===== src/design/f2d_pkg.sv =====
// Package for the fixed-to-decimal text core: constants, control types.
// No dependencies; used by every module of the core.
`timescale 1ns / 1ps

package f2d_pkg;

  localparam int DEF_FRAC_BITS           = 16;
  localparam int DEF_INT_BITS            = 32;
  localparam int DEF_MAX_FRACTION_DIGITS = 15;

  localparam int CFG_W  = 4;
  localparam int CHAR_W = 8;

  localparam logic [CFG_W-1:0]  CFG_RESET  = 4'd2;
  localparam logic [CHAR_W-1:0] CHAR_ZERO  = 8'h30;
  localparam logic [CHAR_W-1:0] CHAR_NINE  = 8'h39;
  localparam logic [CHAR_W-1:0] CHAR_DOT   = 8'h2E;
  localparam logic [CHAR_W-1:0] CHAR_MINUS = 8'h2D;

  // Number of decimal digits of the largest unsigned value of the given width.
  function automatic int dec_digits(input int bits);
    longint unsigned v;
    int              n;
    v = (bits >= 64) ? '1 : ((64'd1 << bits) - 64'd1);
    n = 1;
    for (int k = 0; k < 20; k++) begin
      if (v >= 64'd10) begin
        v = v / 64'd10;
        n = n + 1;
      end
    end
    return n;
  endfunction

  typedef enum logic [2:0] {
    ST_IDLE,
    ST_CONV,
    ST_SIGN,
    ST_INT,
    ST_DOT,
    ST_FRAC
  } f2d_state_e;

  typedef struct packed {
    logic load;
    logic conv_step;
    logic emit_sign;
    logic int_step;
    logic emit_dot;
    logic frac_step;
  } f2d_cmd_t;

  typedef struct packed {
    logic neg;
    logic conv_done;
    logic int_last;
    logic frac_none;
    logic frac_last;
    logic push_ok;
  } f2d_sts_t;

endpackage


===== src/design/f2d_datapath.sv =====
// Datapath of the fixed-to-decimal text core: magnitude, double-dabble BCD,
// fraction times-ten unit, digit counters, config register, output word.
// Depends on f2d_pkg.
`timescale 1ns / 1ps

module f2d_datapath #(
  parameter int FRAC_BITS           = f2d_pkg::DEF_FRAC_BITS,
  parameter int INT_BITS            = f2d_pkg::DEF_INT_BITS,
  parameter int MAX_FRACTION_DIGITS = f2d_pkg::DEF_MAX_FRACTION_DIGITS
) (
  input  logic                           clk_i,
  input  logic                           rst_ni,
  input  f2d_pkg::f2d_cmd_t              cmd_i,
  output f2d_pkg::f2d_sts_t              sts_o,
  input  logic [INT_BITS+FRAC_BITS-1:0]  value_i,
  input  logic                           cfg_valid_i,
  input  logic [f2d_pkg::CFG_W-1:0]      cfg_data_i,
  input  logic                           out_ready_i,
  output logic                           out_valid_o,
  output logic [f2d_pkg::CHAR_W-1:0]     out_char_o,
  output logic                           out_last_o
);

  localparam int TotalBits = INT_BITS + FRAC_BITS;
  localparam int IntDigits = f2d_pkg::dec_digits(INT_BITS);
  localparam int BcdW      = 4 * IntDigits;
  localparam int BitCntW   = $clog2(INT_BITS + 1);
  localparam int DigCntW   = $clog2(IntDigits + 1);
  localparam int CW        = f2d_pkg::CFG_W;

  logic [CW-1:0]        cfg_q, cfg_d;
  logic                 neg_q, neg_d;
  logic [INT_BITS-1:0]  ipart_q, ipart_d;
  logic [FRAC_BITS-1:0] frac_q, frac_d;
  logic [BcdW-1:0]      bcd_q, bcd_d, bcd_adj;
  logic [BitCntW-1:0]   bit_cnt_q, bit_cnt_d;
  logic [DigCntW-1:0]   dig_cnt_q, dig_cnt_d;
  logic [CW-1:0]        frac_cnt_q, frac_cnt_d;
  logic                 started_q, started_d;
  logic                 out_valid_q, out_valid_d;
  logic [f2d_pkg::CHAR_W-1:0] out_char_q, out_char_d;
  logic                 out_last_q, out_last_d;

  logic [TotalBits-1:0] mag;
  logic [FRAC_BITS+3:0] frac_x10;
  logic [3:0]           int_dig;
  logic                 int_show;
  logic                 emit;
  logic [CW-1:0]        ndig;

  // Magnitude of the two's complement input.
  assign mag = value_i[TotalBits-1] ? (~value_i + TotalBits'(1)) : value_i;

  // Saturate the configured digit count.
  assign ndig = (cfg_q > CW'(MAX_FRACTION_DIGITS)) ? CW'(MAX_FRACTION_DIGITS) : cfg_q;

  // Add 3 to every BCD digit of five or more ahead of the shift.
  always_comb begin
    for (int k = 0; k < IntDigits; k++) begin
      bcd_adj[4*k +: 4] = (bcd_q[4*k +: 4] >= 4'd5) ? (bcd_q[4*k +: 4] + 4'd3)
                                                    : bcd_q[4*k +: 4];
    end
  end

  assign frac_x10 = ({4'd0, frac_q} << 3) + ({4'd0, frac_q} << 1);
  assign int_dig  = bcd_q[BcdW-1 -: 4];
  // Leading zeros are dropped, but the units digit always shows.
  assign int_show = started_q || (int_dig != 4'd0) || (dig_cnt_q == DigCntW'(1));

  assign emit = cmd_i.emit_sign || cmd_i.emit_dot || cmd_i.frac_step ||
                (cmd_i.int_step && int_show);

  always_comb begin
    cfg_d      = cfg_valid_i ? cfg_data_i : cfg_q;
    neg_d      = neg_q;
    ipart_d    = ipart_q;
    frac_d     = frac_q;
    bcd_d      = bcd_q;
    bit_cnt_d  = bit_cnt_q;
    dig_cnt_d  = dig_cnt_q;
    frac_cnt_d = frac_cnt_q;
    started_d  = started_q;
    out_char_d = out_char_q;
    out_last_d = out_last_q;

    if (cmd_i.load) begin
      neg_d      = value_i[TotalBits-1];
      ipart_d    = mag[TotalBits-1:FRAC_BITS];
      frac_d     = mag[FRAC_BITS-1:0];
      bcd_d      = '0;
      bit_cnt_d  = BitCntW'(INT_BITS);
      dig_cnt_d  = DigCntW'(IntDigits);
      frac_cnt_d = ndig;
      started_d  = 1'b0;
    end

    if (cmd_i.conv_step) begin
      bcd_d     = {bcd_adj[BcdW-2:0], ipart_q[INT_BITS-1]};
      ipart_d   = {ipart_q[INT_BITS-2:0], 1'b0};
      bit_cnt_d = bit_cnt_q - BitCntW'(1);
    end

    if (cmd_i.emit_sign) begin
      out_char_d = f2d_pkg::CHAR_MINUS;
      out_last_d = 1'b0;
    end

    if (cmd_i.int_step) begin
      bcd_d     = {bcd_q[BcdW-5:0], 4'd0};
      dig_cnt_d = dig_cnt_q - DigCntW'(1);
      if (int_show) begin
        started_d  = 1'b1;
        out_char_d = f2d_pkg::CHAR_ZERO + {4'd0, int_dig};
        out_last_d = 1'b0;
      end
    end

    if (cmd_i.emit_dot) begin
      out_char_d = f2d_pkg::CHAR_DOT;
      out_last_d = (frac_cnt_q == '0);
    end

    if (cmd_i.frac_step) begin
      frac_d     = frac_x10[FRAC_BITS-1:0];
      frac_cnt_d = frac_cnt_q - CW'(1);
      out_char_d = f2d_pkg::CHAR_ZERO + {4'd0, frac_x10[FRAC_BITS+3:FRAC_BITS]};
      out_last_d = (frac_cnt_q == CW'(1));
    end

    if (emit) begin
      out_valid_d = 1'b1;
    end else if (out_ready_i) begin
      out_valid_d = 1'b0;
    end else begin
      out_valid_d = out_valid_q;
    end
  end

  always_ff @(posedge clk_i or negedge rst_ni) begin
    if (!rst_ni) begin
      cfg_q       <= f2d_pkg::CFG_RESET;
      bit_cnt_q   <= '0;
      dig_cnt_q   <= '0;
      frac_cnt_q  <= '0;
      started_q   <= 1'b0;
      out_valid_q <= 1'b0;
      neg_q       <= 1'b0;
    end else begin
      cfg_q       <= cfg_d;
      bit_cnt_q   <= bit_cnt_d;
      dig_cnt_q   <= dig_cnt_d;
      frac_cnt_q  <= frac_cnt_d;
      started_q   <= started_d;
      out_valid_q <= out_valid_d;
      neg_q       <= neg_d;
    end
  end

  always_ff @(posedge clk_i) begin
    ipart_q    <= ipart_d;
    frac_q     <= frac_d;
    bcd_q      <= bcd_d;
    out_char_q <= out_char_d;
    out_last_q <= out_last_d;
  end

  assign sts_o.neg       = neg_q;
  assign sts_o.conv_done = (bit_cnt_q == BitCntW'(1));
  assign sts_o.int_last  = (dig_cnt_q == DigCntW'(1));
  assign sts_o.frac_none = (frac_cnt_q == '0);
  assign sts_o.frac_last = (frac_cnt_q == CW'(1));
  assign sts_o.push_ok   = !out_valid_q || out_ready_i;

  assign out_valid_o = out_valid_q;
  assign out_char_o  = out_char_q;
  assign out_last_o  = out_last_q;

endmodule


===== src/design/f2d_ctrl.sv =====
// Controller of the fixed-to-decimal text core: sequences conversion
// and character emission. Depends on f2d_pkg.
`timescale 1ns / 1ps

module f2d_ctrl (
  input  logic              clk_i,
  input  logic              rst_ni,
  input  logic              in_valid_i,
  output logic              in_ready_o,
  input  f2d_pkg::f2d_sts_t sts_i,
  output f2d_pkg::f2d_cmd_t cmd_o
);

  f2d_pkg::f2d_state_e state_q, state_d;

  always_comb begin
    state_d = state_q;
    case (state_q)
      f2d_pkg::ST_IDLE: begin
        if (in_valid_i) state_d = f2d_pkg::ST_CONV;
      end
      f2d_pkg::ST_CONV: begin
        if (sts_i.conv_done) state_d = sts_i.neg ? f2d_pkg::ST_SIGN : f2d_pkg::ST_INT;
      end
      f2d_pkg::ST_SIGN: begin
        if (sts_i.push_ok) state_d = f2d_pkg::ST_INT;
      end
      f2d_pkg::ST_INT: begin
        if (sts_i.push_ok && sts_i.int_last) state_d = f2d_pkg::ST_DOT;
      end
      f2d_pkg::ST_DOT: begin
        if (sts_i.push_ok) state_d = sts_i.frac_none ? f2d_pkg::ST_IDLE : f2d_pkg::ST_FRAC;
      end
      f2d_pkg::ST_FRAC: begin
        if (sts_i.push_ok && sts_i.frac_last) state_d = f2d_pkg::ST_IDLE;
      end
      default: state_d = f2d_pkg::ST_IDLE;
    endcase
  end

  always_comb begin
    cmd_o      = '0;
    in_ready_o = 1'b0;
    case (state_q)
      f2d_pkg::ST_IDLE: begin
        in_ready_o = 1'b1;
        cmd_o.load = in_valid_i;
      end
      f2d_pkg::ST_CONV: cmd_o.conv_step = 1'b1;
      f2d_pkg::ST_SIGN: cmd_o.emit_sign = sts_i.push_ok;
      f2d_pkg::ST_INT:  cmd_o.int_step  = sts_i.push_ok;
      f2d_pkg::ST_DOT:  cmd_o.emit_dot  = sts_i.push_ok;
      f2d_pkg::ST_FRAC: cmd_o.frac_step = sts_i.push_ok;
      default: cmd_o = '0;
    endcase
  end

  always_ff @(posedge clk_i or negedge rst_ni) begin
    if (!rst_ni) begin
      state_q <= f2d_pkg::ST_IDLE;
    end else begin
      state_q <= state_d;
    end
  end

endmodule


===== src/design/fixed_to_decimal_text_core.sv =====
// Top level of the fixed-to-decimal text core: signed fixed-point in,
// ASCII decimal text out. Depends on f2d_pkg, f2d_ctrl, f2d_datapath.
//
//  channel  | dir | handshake                      | word
//  ---------+-----+--------------------------------+---------------------------------
//  s_axis   | in  | s_axis_tvalid_i/s_axis_tready_o | tdata: value (INT+FRAC bits)
//  m_axis   | out | m_axis_tvalid_o/m_axis_tready_i | tdata: character; tlast: last
//  cfg      | in  | cfg_valid_i/cfg_ready_o         | data: fraction_digits
//
// One number at a time: load, the double-dabble loop (one bit a cycle over
// INT_BITS bits), the sign if negative, IntDigits integer steps, the point,
// then fraction_digits fraction steps. Output stalls hold the emitting step;
// the output register lets the next number load while the final character
// still waits. Reset clears the controller and sets fraction_digits to 2.
// Config writes are always taken.
`timescale 1ns / 1ps

module fixed_to_decimal_text_core #(
  parameter int FRAC_BITS           = f2d_pkg::DEF_FRAC_BITS,
  parameter int INT_BITS            = f2d_pkg::DEF_INT_BITS,
  parameter int MAX_FRACTION_DIGITS = f2d_pkg::DEF_MAX_FRACTION_DIGITS,
  parameter int S_DATA_W            = ((INT_BITS + FRAC_BITS + 7) / 8) * 8
) (
  input  logic                          clk_i,
  input  logic                          rst_ni,
  input  logic                          s_axis_tvalid_i,
  output logic                          s_axis_tready_o,
  input  logic [S_DATA_W-1:0]           s_axis_tdata_i,  // [INT+FRAC-1:0] value
  output logic                          m_axis_tvalid_o,
  input  logic                          m_axis_tready_i,
  output logic [f2d_pkg::CHAR_W-1:0]    m_axis_tdata_o,  // [7:0] character
  output logic                          m_axis_tlast_o,
  input  logic                          cfg_valid_i,
  output logic                          cfg_ready_o,
  input  logic [f2d_pkg::CFG_W-1:0]     cfg_data_i
);

  localparam int TotalBits = INT_BITS + FRAC_BITS;

  f2d_pkg::f2d_cmd_t cmd;
  f2d_pkg::f2d_sts_t sts;

  // Always take config words; by contract writes land only while idle, which the core does not enforce.
  assign cfg_ready_o = 1'b1;

  f2d_ctrl u_ctrl (
    .clk_i      (clk_i),
    .rst_ni     (rst_ni),
    .in_valid_i (s_axis_tvalid_i),
    .in_ready_o (s_axis_tready_o),
    .sts_i      (sts),
    .cmd_o      (cmd)
  );

  // Drop the pad bits above the value.
  f2d_datapath #(
    .FRAC_BITS           (FRAC_BITS),
    .INT_BITS            (INT_BITS),
    .MAX_FRACTION_DIGITS (MAX_FRACTION_DIGITS)
  ) u_dp (
    .clk_i       (clk_i),
    .rst_ni      (rst_ni),
    .cmd_i       (cmd),
    .sts_o       (sts),
    .value_i     (s_axis_tdata_i[TotalBits-1:0]),
    .cfg_valid_i (cfg_valid_i),
    .cfg_data_i  (cfg_data_i),
    .out_ready_i (m_axis_tready_i),
    .out_valid_o (m_axis_tvalid_o),
    .out_char_o  (m_axis_tdata_o),
    .out_last_o  (m_axis_tlast_o)
  );

endmodule


===== config.mk =====
export PLATFORM = sky130hd
export DESIGN_NAME = fixed_to_decimal_text_core
export DESIGN_NICKNAME = d
export VERILOG_FILES = /design/src/design/f2d_pkg.sv /design/src/design/f2d_datapath.sv /design/src/design/f2d_ctrl.sv /design/src/design/fixed_to_decimal_text_core.sv
export SDC_FILE = /design/constraint.sdc
export NUM_CORES = 1
export LEC_CHECK = 0
export BUFFER_PORTS_ARGS = -buffer_cell sky130_fd_sc_hd__buf_2
export CAP_MARGIN = 20
export CORE_MARGIN = 2
export CORE_UTILIZATION = 45
export DETAILED_ROUTE_END_ITERATION = 8
export PLACE_DENSITY = 0.65
export SLEW_MARGIN = 20
export SYNTH_ARGS = -nofsm -noshare
export SYNTH_HDL_FRONTEND = slang
export SYNTH_SLANG_ARGS = --single-unit

===== constraint.sdc =====
create_clock -name clk_i -period 2.7 [get_ports clk_i]
set_clock_uncertainty 0.15 [all_clocks]
set_input_delay 0.27 -clock clk_i [delete_from_list [all_inputs] [get_ports clk_i]]
set_output_delay 0.27 -clock clk_i [all_outputs]
set_load 0.01 [all_outputs]

After elaboration in Yosys (flattened, before gate mapping)

Cells that the tools add are included.

$add $sub $neg: 17
Order comparisons: 11
Eq/ne operators: 14
Mux-type cells: 56
Bitwise logic cells: 1
Reduce and logical (&&, ||, !) cells: 19

Operators by type and width:

| operator                | count |
|---|---|
| $mux W40                | 3 |
| $mux W32                | 2 |
| $mux W4                 | 14 |
| $add A48 B1 Y48 const B | 1 |
| $mux W48                | 1 |
| $not A48 Y48            | 1 |
| $ge A4 B3 Y1 const B    | 10 |
| $mux W8                 | 5 |
| $add A4 B2 Y4 const B   | 9 |
| $mux W16                | 2 |
| $mux W3                 | 8 |
| $add A19 B17 Y20        | 1 |
| $mux W1                 | 18 |
| $pmux W3 S6             | 1 |
| $add A6 B4 Y7 const A   | 2 |
| $mux W6                 | 2 |
| $eq A4 B1 Y1 const B    | 2 |
| $ne A2 B1 Y1 const B    | 4 |
| $reduce_bool A2 Y1      | 4 |
| $sub A4 B1 Y4 const B   | 2 |
| $eq A3 B2 Y1 const B    | 2 |
| $eq A3 B3 Y1 const B    | 2 |
| $eq A6 B1 Y1 const B    | 1 |
| $logic_or A1 B1 Y1      | 6 |
| 12 further kinds        | 15 |

Register bits after elaboration: 121
Input port bits: 57
Word-level logic and storage cells: 133

Longest topological paths before layout

Gate-level depths: netlist (run 1).

Depth after elaboration: 8
Gate-level depth with buffers: 8
Mapped depth without buffers: 8

Cells and area by module

A second synthesis (run 1) with hierarchy kept.

Cell total of the unflattened synthesis: 828
Area total of the unflattened synthesis: 7807.5 um^2

By module, submodules not included:

| module                     | times used | cells each | area each (um^2) | sequential area each (um^2) |
|---|---|---|---|---|
| f2d_datapath               | 1          | 788        | 7512.2           | 3299.4 |
| f2d_ctrl                   | 1          | 38         | 284.0            | 75.1 |
| fixed_to_decimal_text_core | 1          | 2          | 11.3             | 0.0 |

Least setup slack after synthesis (run 1)

No wires, ideal clock.

Path type: register -> register
From: register u_ctrl.state_q[0]
To: register u_dp.bcd_q[3]
Data arrival time: 2504 ps
Data required time: 2433 ps
Path slack: -71 ps
Cell stages (with the launch flop): 8
Path through: dfrtp_1 nor3_1 and2_1 clkbuf_1 nor2_1 nand2_1 o31ai_1 a32o_1

Longest elaborated chain between the ends: 3

RTL lines:

| item                                             | line                | source |
|---|---|---|
| start: declaration                               | f2d_ctrl.sv:14      | `f2d_pkg::f2d_state_e state_q, state_d;` |
| start signal: assignment                         | f2d_ctrl.sv:60      | `state_q <= f2d_pkg::ST_IDLE;` |
| start signal: assignment                         | f2d_ctrl.sv:62      | `state_q <= state_d;` |
| $eq A3 B1 Y1 or $logic_not A3 Y1 (tied branches) | f2d_ctrl.sv:44      | `case (state_q)` |
| $mux W1                                          | f2d_ctrl.sv:44      |  |
| $mux W40 or $reduce_bool A2 Y1 (tied branches)   | -                   |  |
| end signal: assignment                           | f2d_datapath.sv:162 | `bcd_q <= bcd_d;` |
| end: declaration                                 | f2d_datapath.sv:35  | `logic [BcdW-1:0] bcd_q, bcd_d, bcd_adj;` |

Several ways; a longest one is shown, not always the timed one.
A chain may end at the register's enable or synchronous reset.

Worst setup path after layout (run 1)

From: register u_dp.frac_q[1]
To: register u_dp.out_char_q, in the netlist u_dp.out_char_o[2]

Longest elaborated chain between the ends: 3

RTL lines:

| item                               | line                | source |
|---|---|---|
| start: declaration                 | f2d_datapath.sv:34  | `logic [FRAC_BITS-1:0] frac_q, frac_d;` |
| start signal: assignment           | f2d_datapath.sv:161 | `frac_q <= frac_d;` |
| $add A19 B17 Y20                   | f2d_datapath.sv:65  | `assign frac_x10 = ({4'd0, frac_q} << 3) + ({4'd0, frac_q} << 1);` |
| $add A6 B4 Y7                      | f2d_datapath.sv:126 | `out_char_d = f2d_pkg::CHAR_ZERO + {4'd0, frac_x10[FRAC_BITS+3:FRAC_BITS]};` |
| $mux W8                            | f2d_datapath.sv:123 | `if (cmd_i.frac_step) begin` |
| named net u_dp.out_char_d, one bit | f2d_datapath.sv:41  | `logic [f2d_pkg::CHAR_W-1:0] out_char_q, out_char_d;` |
| end signal: assignment             | f2d_datapath.sv:163 | `out_char_q <= out_char_d;` |
| end: declaration                   | f2d_datapath.sv:41  |  |

The timed path passes the listed nets, and every way through them passes these cells.

==> results.toml, run 1 <==
[synth]
async_flop_share_pct = 19.8
yosys.area.top_type_share_pct = 31.4
ys_top_cells_by_count = "nand2_1, o21ai_0, edfxtp_1, a21oi_1, nor2_1"
yosys-top-cells-area = "edfxtp_1, dfrtp_1, ha_1"
synth_edf_count = 83
syn_area_mm2 = 0.00793
yosysWarnings = 0
synthCells = 861
ys_ff_latch = 121
yosysMostFrequentCell = "nand2_1"
post_synth_num_cell_types = 64
yosysTopAreaCell = "edfxtp_1"
synthesis.nets = 961
synth_ff_type = "edfxtp_1"
yosysSeqAreaShare_pct = 42.6
avgSynthCellArea_um2 = 9.21

[final_layout]
syn2layout_area_growth_pct = 17.5
layout-drive-gt1-share_pct = 16.1
antenna_cells = 0
fin_nets = 1046
fin_cells = 1184
fill_cells = 1578

[place]
post-dp-hpwl_um = 13100
placed_cells = 1147
port_buffers = 67
gp_congestion = 0.887

[worst_hold_path]
hold_class = "in2reg"

[setup_path]
critPathCapture = "u_dp.out_char_o[2]"
r2r_cells = 8
crit_start = "u_dp.frac_q[1]"
worst-r2r-setup-slack_ns = 0.17
crit_path_start_kind = "register"
cp.required_ns = 2.88
r2r_start = "u_dp.frac_q[1]"
worstPathArrival_ns = 2.71
crit_path_end_kind = "register"
crit_fanout = 3
criticalPathCategory = "reg2reg"
reg2reg_to = "u_dp.out_char_o[2]"

[pwr]
p_seq_share_pct = 36.0
internal_power_mw = 6.53
p_clk_share_pct = 22.1
leakage_nw = 3.61
powerDensity_mw_per_mm2 = 1140
power_switching_mw = 4.13
max-vdd-ir-drop_v = 0.000530
combPwrFrac_pct = 41.8
switching_share_pct = 38.8

[timing]
finalHoldViolCount = 0
slew_violations = 0
maxSlewHeadroom_pct = 59.9
setup_viol_count_final = 0
fmax_ghz = 0.395
grt_setup_unrepaired = "false"
setup_tns_ns = 0
max_slew.worst_pin.slew_ns = 0.601
timing.final.crit_period_ns = 2.53
post-route-period-util_pct = 93.7

[detailed_routing]
vias = 6646
via_per_inst = 5.61
dr.pass1.iters = 5
routedWlPerCell_um = 15.4
finalWirelength_um = 18300
drtAntennaViolNets = 0
first_iter_violations = 447
route.detailed.drc = 0

[clock_tree]
clk_latency_ns = 0.41
clock_sinks = 121
cts_setup_buffers = 0
clk_pin_slew_ns = 0.06
numCtsBuffers = 17
cts_tree = "yes"
htreeDepth = 4
cts_buffer_depth = 2
cts_root_buffer = "clkbuf_16"

[floorplan]
row_count = 48
initial_core_util_pct = 46.0
pin_count = 69
core_area_mm2 = 0.0172
die-area_mm2 = 0.0187
fp.dieW_um = 137
die_h_um = 137

[global_route]
grt_max_degree = 37
grt_pass1_vias = 6288
globalRouteOverflowTotal = 0
grt.total_usage_pct = 20.5
grt_pass1_wl_um = 30500
antenna_found_initial = 0

[run]
maxCapViolations = 0

[run_status]
status = "complete, no violations"
==> power by group through the flow <==
stage	clock (mW)	combinational, mW	sequential, mW
2_1_floorplan	0	3.32	3.68
3_3_place_gp	0	4.35	3.84
3_5_place_dp	0	4.42	3.86
4_1_cts	2.40	4.45	3.84
5_1_grt	2.47	5.07	3.96
6_report	2.36	4.46	3.84
==> how the worst min path moves through the flow <==
stage	startpoint	end	slack [ns]	cells past startpoint
final	cfg_valid_i	u_dp.cfg_q[2]	0.02	2
after detailed placement	rst_ni	u_dp.out_valid_o	0.17	1
after global routing	cfg_valid_i	u_dp.cfg_q[3]	0.02	2
after global placement	rst_ni	u_dp.out_valid_o	0.16	1
after floorplan	rst_ni	u_ctrl.state_q[0]	-0.18	0
after CTS	cfg_valid_i	u_dp.cfg_q[2]	0.007	2
==> stage by stage <==
step | hold slack [ns] | power, mW | area, µm² | setup slack (ns) | utilization [%]
global placement | 0.162 | 8.19 | 8640 | 0.0694 | 50.1
CTS | 0.00674 | 10.7 | 9300 | 0.0241 | 54.0
detailed placement | 0.173 | 8.28 | 8640 | 0.0473 | 50.1
global route | 0.0175 | 11.5 | 9320 | 0.0189 | 54.1
floorplan | -0.176 | 6.99 | 7930 | 0.182 | -
finish | 0.0198 | 10.7 | 9320 | 0.171 | 54.1
==> worst max-delay path, cell delays in order (launching register included) <==
cell and delay, ns:
edfxtp_1 0.46, ha_1 0.32, a21oi_1 0.07, nand4b_1 0.21, a2111oi_1 0.47, buf_4 0.19
o21ai_0 0.15, o211a_1 0.26, nor3_1 0.18
==> layer usage <==
layer / wire length [µm] / part of all wire [%] / GRT usage (%)
met4: 198 / 1.1 / 6.19
met3: 794 / 4.3 / 4.59
met1: 8750 / 48 / 28.3
met2: 8530 / 47 / 32.1
met5: 0 / 0 / 0
==> cells in the final DEF (no fill, tap or decap), drive strengths merged, types with 7 or more instances in the layout <==
master / netlist / final
inv: 37 / 37
nor3: 18 / 18
dfrtp: 23 / 23
o22ai: 16 / 16
xor2: 39 / 39
xnor2: 28 / 28
nand2b: 14 / 14
a21oi: 59 / 59
or2: 8 / 8
nor3b: 23 / 23
nand4: 7 / 7
a22oi: 9 / 9
clkbuf: 30 / 25
nor2b: 13 / 13
nand3: 17 / 17
buf: 4 / 95
nand2: 109 / 109
nor4: 8 / 8
o21ai: 110 / 110
dfxtp: 14 / 14
nor2: 45 / 45
o41ai: 13 / 13
o31ai: 23 / 23
edfxtp: 83 / 83
or3: 8 / 8
ha: 42 / 42
==> timing repair <==
action	in CTS	in global routing
hold endpoints to repair	27	0
setup endpoints to repair	0	5
gates resized for setup	0	5
hold buffers	5	0
==> flip-flops by register name, indices dropped and copies added (netlist names) <==
register and count:
u_ctrl.state_q 3, u_dp.bcd_q 40, u_dp.bit_cnt_q 6, u_dp.cfg_q 4, u_dp.dig_cnt_q 4, u_dp.frac_cnt_q 4
u_dp.frac_q 16, u_dp.ipart_q 32, u_dp.neg_q 1, u_dp.out_char_o 8, u_dp.out_last_o 1, u_dp.out_valid_o 1
u_dp.started_q 1
==> final cells by class <==
| cell class | instances | area (µm²) | share of cell area (%) |
|---|---|---|---|
| repair buffers | 100 | 608 | 6.52 |
| clock inverters | 7 | 115 | 1.24 |
| well taps | 225 | 282 | 3.02 |
| clock buffers | 25 | 495 | 5.32 |
| multi-input cells | 669 | 4310 | 46.2 |
| flip-flops and latches | 121 | 3370 | 36.2 |
| inverters | 37 | 139 | 1.49 |
==> logic make-up after synthesis <==
| family | Yosys count | share of synthesized area (%) |
|---|---|---|
| buf+inv | 71 | 3.41 |
| xor+xnor | 67 | 7.40 |
| compound gates | 260 | 20.0 |
| flops | 121 | 42.6 |
| simple gates | 289 | 18.5 |
| other cells | 1 | 0.0473 |
| fa+ha+maj | 43 | 6.88 |
| mux | 9 | 1.21 |
(Power assumes the default switching activity.)
==> run 2: changes to the inputs <==
==> constraint.sdc (replaced) <==
create_clock -name clk_i -period 2 [get_ports clk_i]
set_clock_uncertainty 0.15 [all_clocks]
set_input_delay 0.2 -clock clk_i [delete_from_list [all_inputs] [get_ports clk_i]]
set_output_delay 0.2 -clock clk_i [all_outputs]
set_load 0.01 [all_outputs]
==> run 2 against run 1 <==
- critical endpoint is now u_dp.frac_q[15]
- non-clock buffer count is 123 higher
- sequential cell count is the same
- critical path type unchanged
- via count grew 7.2%
- first-iteration DRC count is 11% higher
- critical path depth unchanged
- the run now ends with setup timing left
==> results.toml, run 2 (synthesized netlist as in run 1, its figures left out) <==
[clock_tree]
numCtsBuffers = 17
cts_root_buffer = "clkbuf_16"
clk_pin_slew_ns = 0.06
clk_latency_ns = 0.41
cts_tree = "yes"
clock_sinks = 121
htreeDepth = 4
cts_buffer_depth = 2

[timing]
whs_ns = 0.0509
finalHoldViolCount = 0
setup_viol_count_final = 22
timing.final.crit_period_ns = 2.35
max_slew.worst_pin.slew_ns = 0.595
post-route-period-util_pct = 117
grt_setup_unrepaired = "true"
maxSlewHeadroom_pct = 60.3
worst_slack_ns = -0.349
slew_violations = 0
fmax_ghz = 0.426

[setup_path]
r2r_cells = 8
max_stage_delay_ns = 0.39
crit_path_end_kind = "register"
worstPathArrival_ns = 2.36
r2r_start = "u_dp.frac_q[0]"
slowest_stage = "edfxtp_1"
worstPathCellList = "ha_2, fa_2, a211oi_2, o21bai_2, o2111ai_2, a21oi_1, mux2i_1, nand2_1"
reg2reg_to = "u_dp.frac_q[15]"
crit_path_start_kind = "register"
path_buf_inv = 0
crit_fanout = 3
worst-r2r-setup-slack_ns = -0.35
criticalPathCategory = "reg2reg"
cp.required_ns = 2.01
cp_top_family = "compound AO/OA/AOI/OAI gates"

[global_route]
grt_pass1_vias = 6811
grt_pass1_wl_um = 32300
antenna_found_initial = 0
grt_max_degree = 37
globalRouteOverflowTotal = 0
grt.total_usage_pct = 21.7

[final_layout]
reg_top3 = "u_dp.bcd_q x40, u_dp.ipart_q x32, u_dp.frac_q x16"
fin_nets = 1169
largest_reg_flops = 40
layout_commonest_cell = "buf_4"
layout-drive-gt1-share_pct = 30.3
regMostFlops = "u_dp.bcd_q"
antenna_cells = 0
layout_common_cells = "buf_4, nand2_1, o21ai_0, edfxtp_1, buf_2"
syn2layout_area_growth_pct = 36.5
fill_cells = 1421
fin_cells = 1307

[run_status]
failed_checks = "setup timing"
status = "complete, but fails checks"

[run]
maxCapViolations = 0

[floorplan]
die-area_mm2 = 0.0187
core_area_mm2 = 0.0172
die_h_um = 137
row_count = 48
fp.dieW_um = 137
pin_count = 69
initial_core_util_pct = 46.0

[detailed_routing]
route.detailed.drc = 0
via_per_inst = 5.45
dr.pass1.iters = 5
first_iter_violations = 498
drtAntennaViolNets = 0
finalWirelength_um = 20000
routedWlPerCell_um = 15.3
vias = 7126

[pwr]
max-vdd-ir-drop_v = 0.000834
leakage_nw = 4.34
powerDensity_mw_per_mm2 = 1470
fin_total_pwr_mw = 15.9

[place]
placed_cells = 1254
port_buffers = 67
dp_slack_ns = -0.451
gp_congestion = 0.884
post-dp-hpwl_um = 14200

[worst_hold_path]
min_to = "u_dp.ipart_q[25]"
hold_class = "in2reg"
min_from = "s_axis_tdata_i[41]"
min_path_cells = 3
## run 2: changes by cell type in the layout (fill, tap and decap cells not counted), sizes merged
cell / previous run / this run
buf: 95 / 213
clkbuf: 25 / 22
clkinv: 2 / 6
dlygate4sd3: 5 / 10
inv: 37 / 36
## run 2: worst max path at each step
stage	depth (start not counted)	end	slack (ns)	start
detailed placement	8	u_dp.ipart_q[7]	-0.45	s_axis_tdata_i[8]
global route	7	u_dp.frac_q[14]	-0.43	u_dp.frac_q[3]
global placement	8	u_dp.ipart_q[29]	-0.40	s_axis_tdata_i[8]
CTS	8	u_dp.frac_q[13]	-0.31	u_dp.frac_q[0]
floorplan	8	u_dp.frac_q[15]	-0.23	u_dp.frac_q[0]
finish	8	u_dp.frac_q[15]	-0.35	u_dp.frac_q[0]
## run 2: final cells by class
type,instances,area (µm²),area share (%)
well taps,225,282,2.60
flip-flops and latches,121,3370,31.2
clock inverters,10,125,1.16
clock buffers,22,454,4.20
multi-input cells,669,4760,43.9
repair buffers,223,1690,15.6
inverters,37,143,1.32
## run 2: per-stage QoR
step / utilization (%) / setup TNS [ns] / instance area, µm²
2_1_floorplan: - / -4.04 / 8160
3_3_place_gp: 56.5 / -11.15 / 9740
3_5_place_dp: 56.5 / -12.56 / 9740
4_1_cts: 61.2 / -2.98 / 10500
5_1_grt: 62.8 / -5.21 / 10800
6_report: 62.8 / -3.35 / 10800
## run 2: timing repair
item / in CTS / in global routing
endpoints found under the setup margin: 17 / 49
hold endpoints to repair: 28 / 0
buffers inserted: 5 / 6
resized for setup: 14 / 45
hold buffers: 10 / 0
pin swaps: 12 / 25
## run 2: power breakdown
group / switching, mW / total [mW] / internal, mW
clock network: 1.06 / 3.04 / 1.97
registers: 0.816 / 5.14 / 4.32
logic: 4.17 / 7.75 / 3.59
## run 2: layer usage
metal / routed length, µm / vias up / part of all wire (%) / GRT usage, %
met5: 0 / - / 0 / 0
met4: 300 / 0 / 1.5 / 7.52
met3: 631 / 27 / 3.2 / 4.15
met2: 9980 / 137 / 50 / 36.9
met1: 9050 / 3379 / 45 / 27.6
li1: - / 3583 / - / -
## run 2: worst min-delay path, delay by kind of cell
kind	cells	cell delay, ns
compound gates	1	0.10
xor+xnor	1	0.07
buf+inv	1	0.12
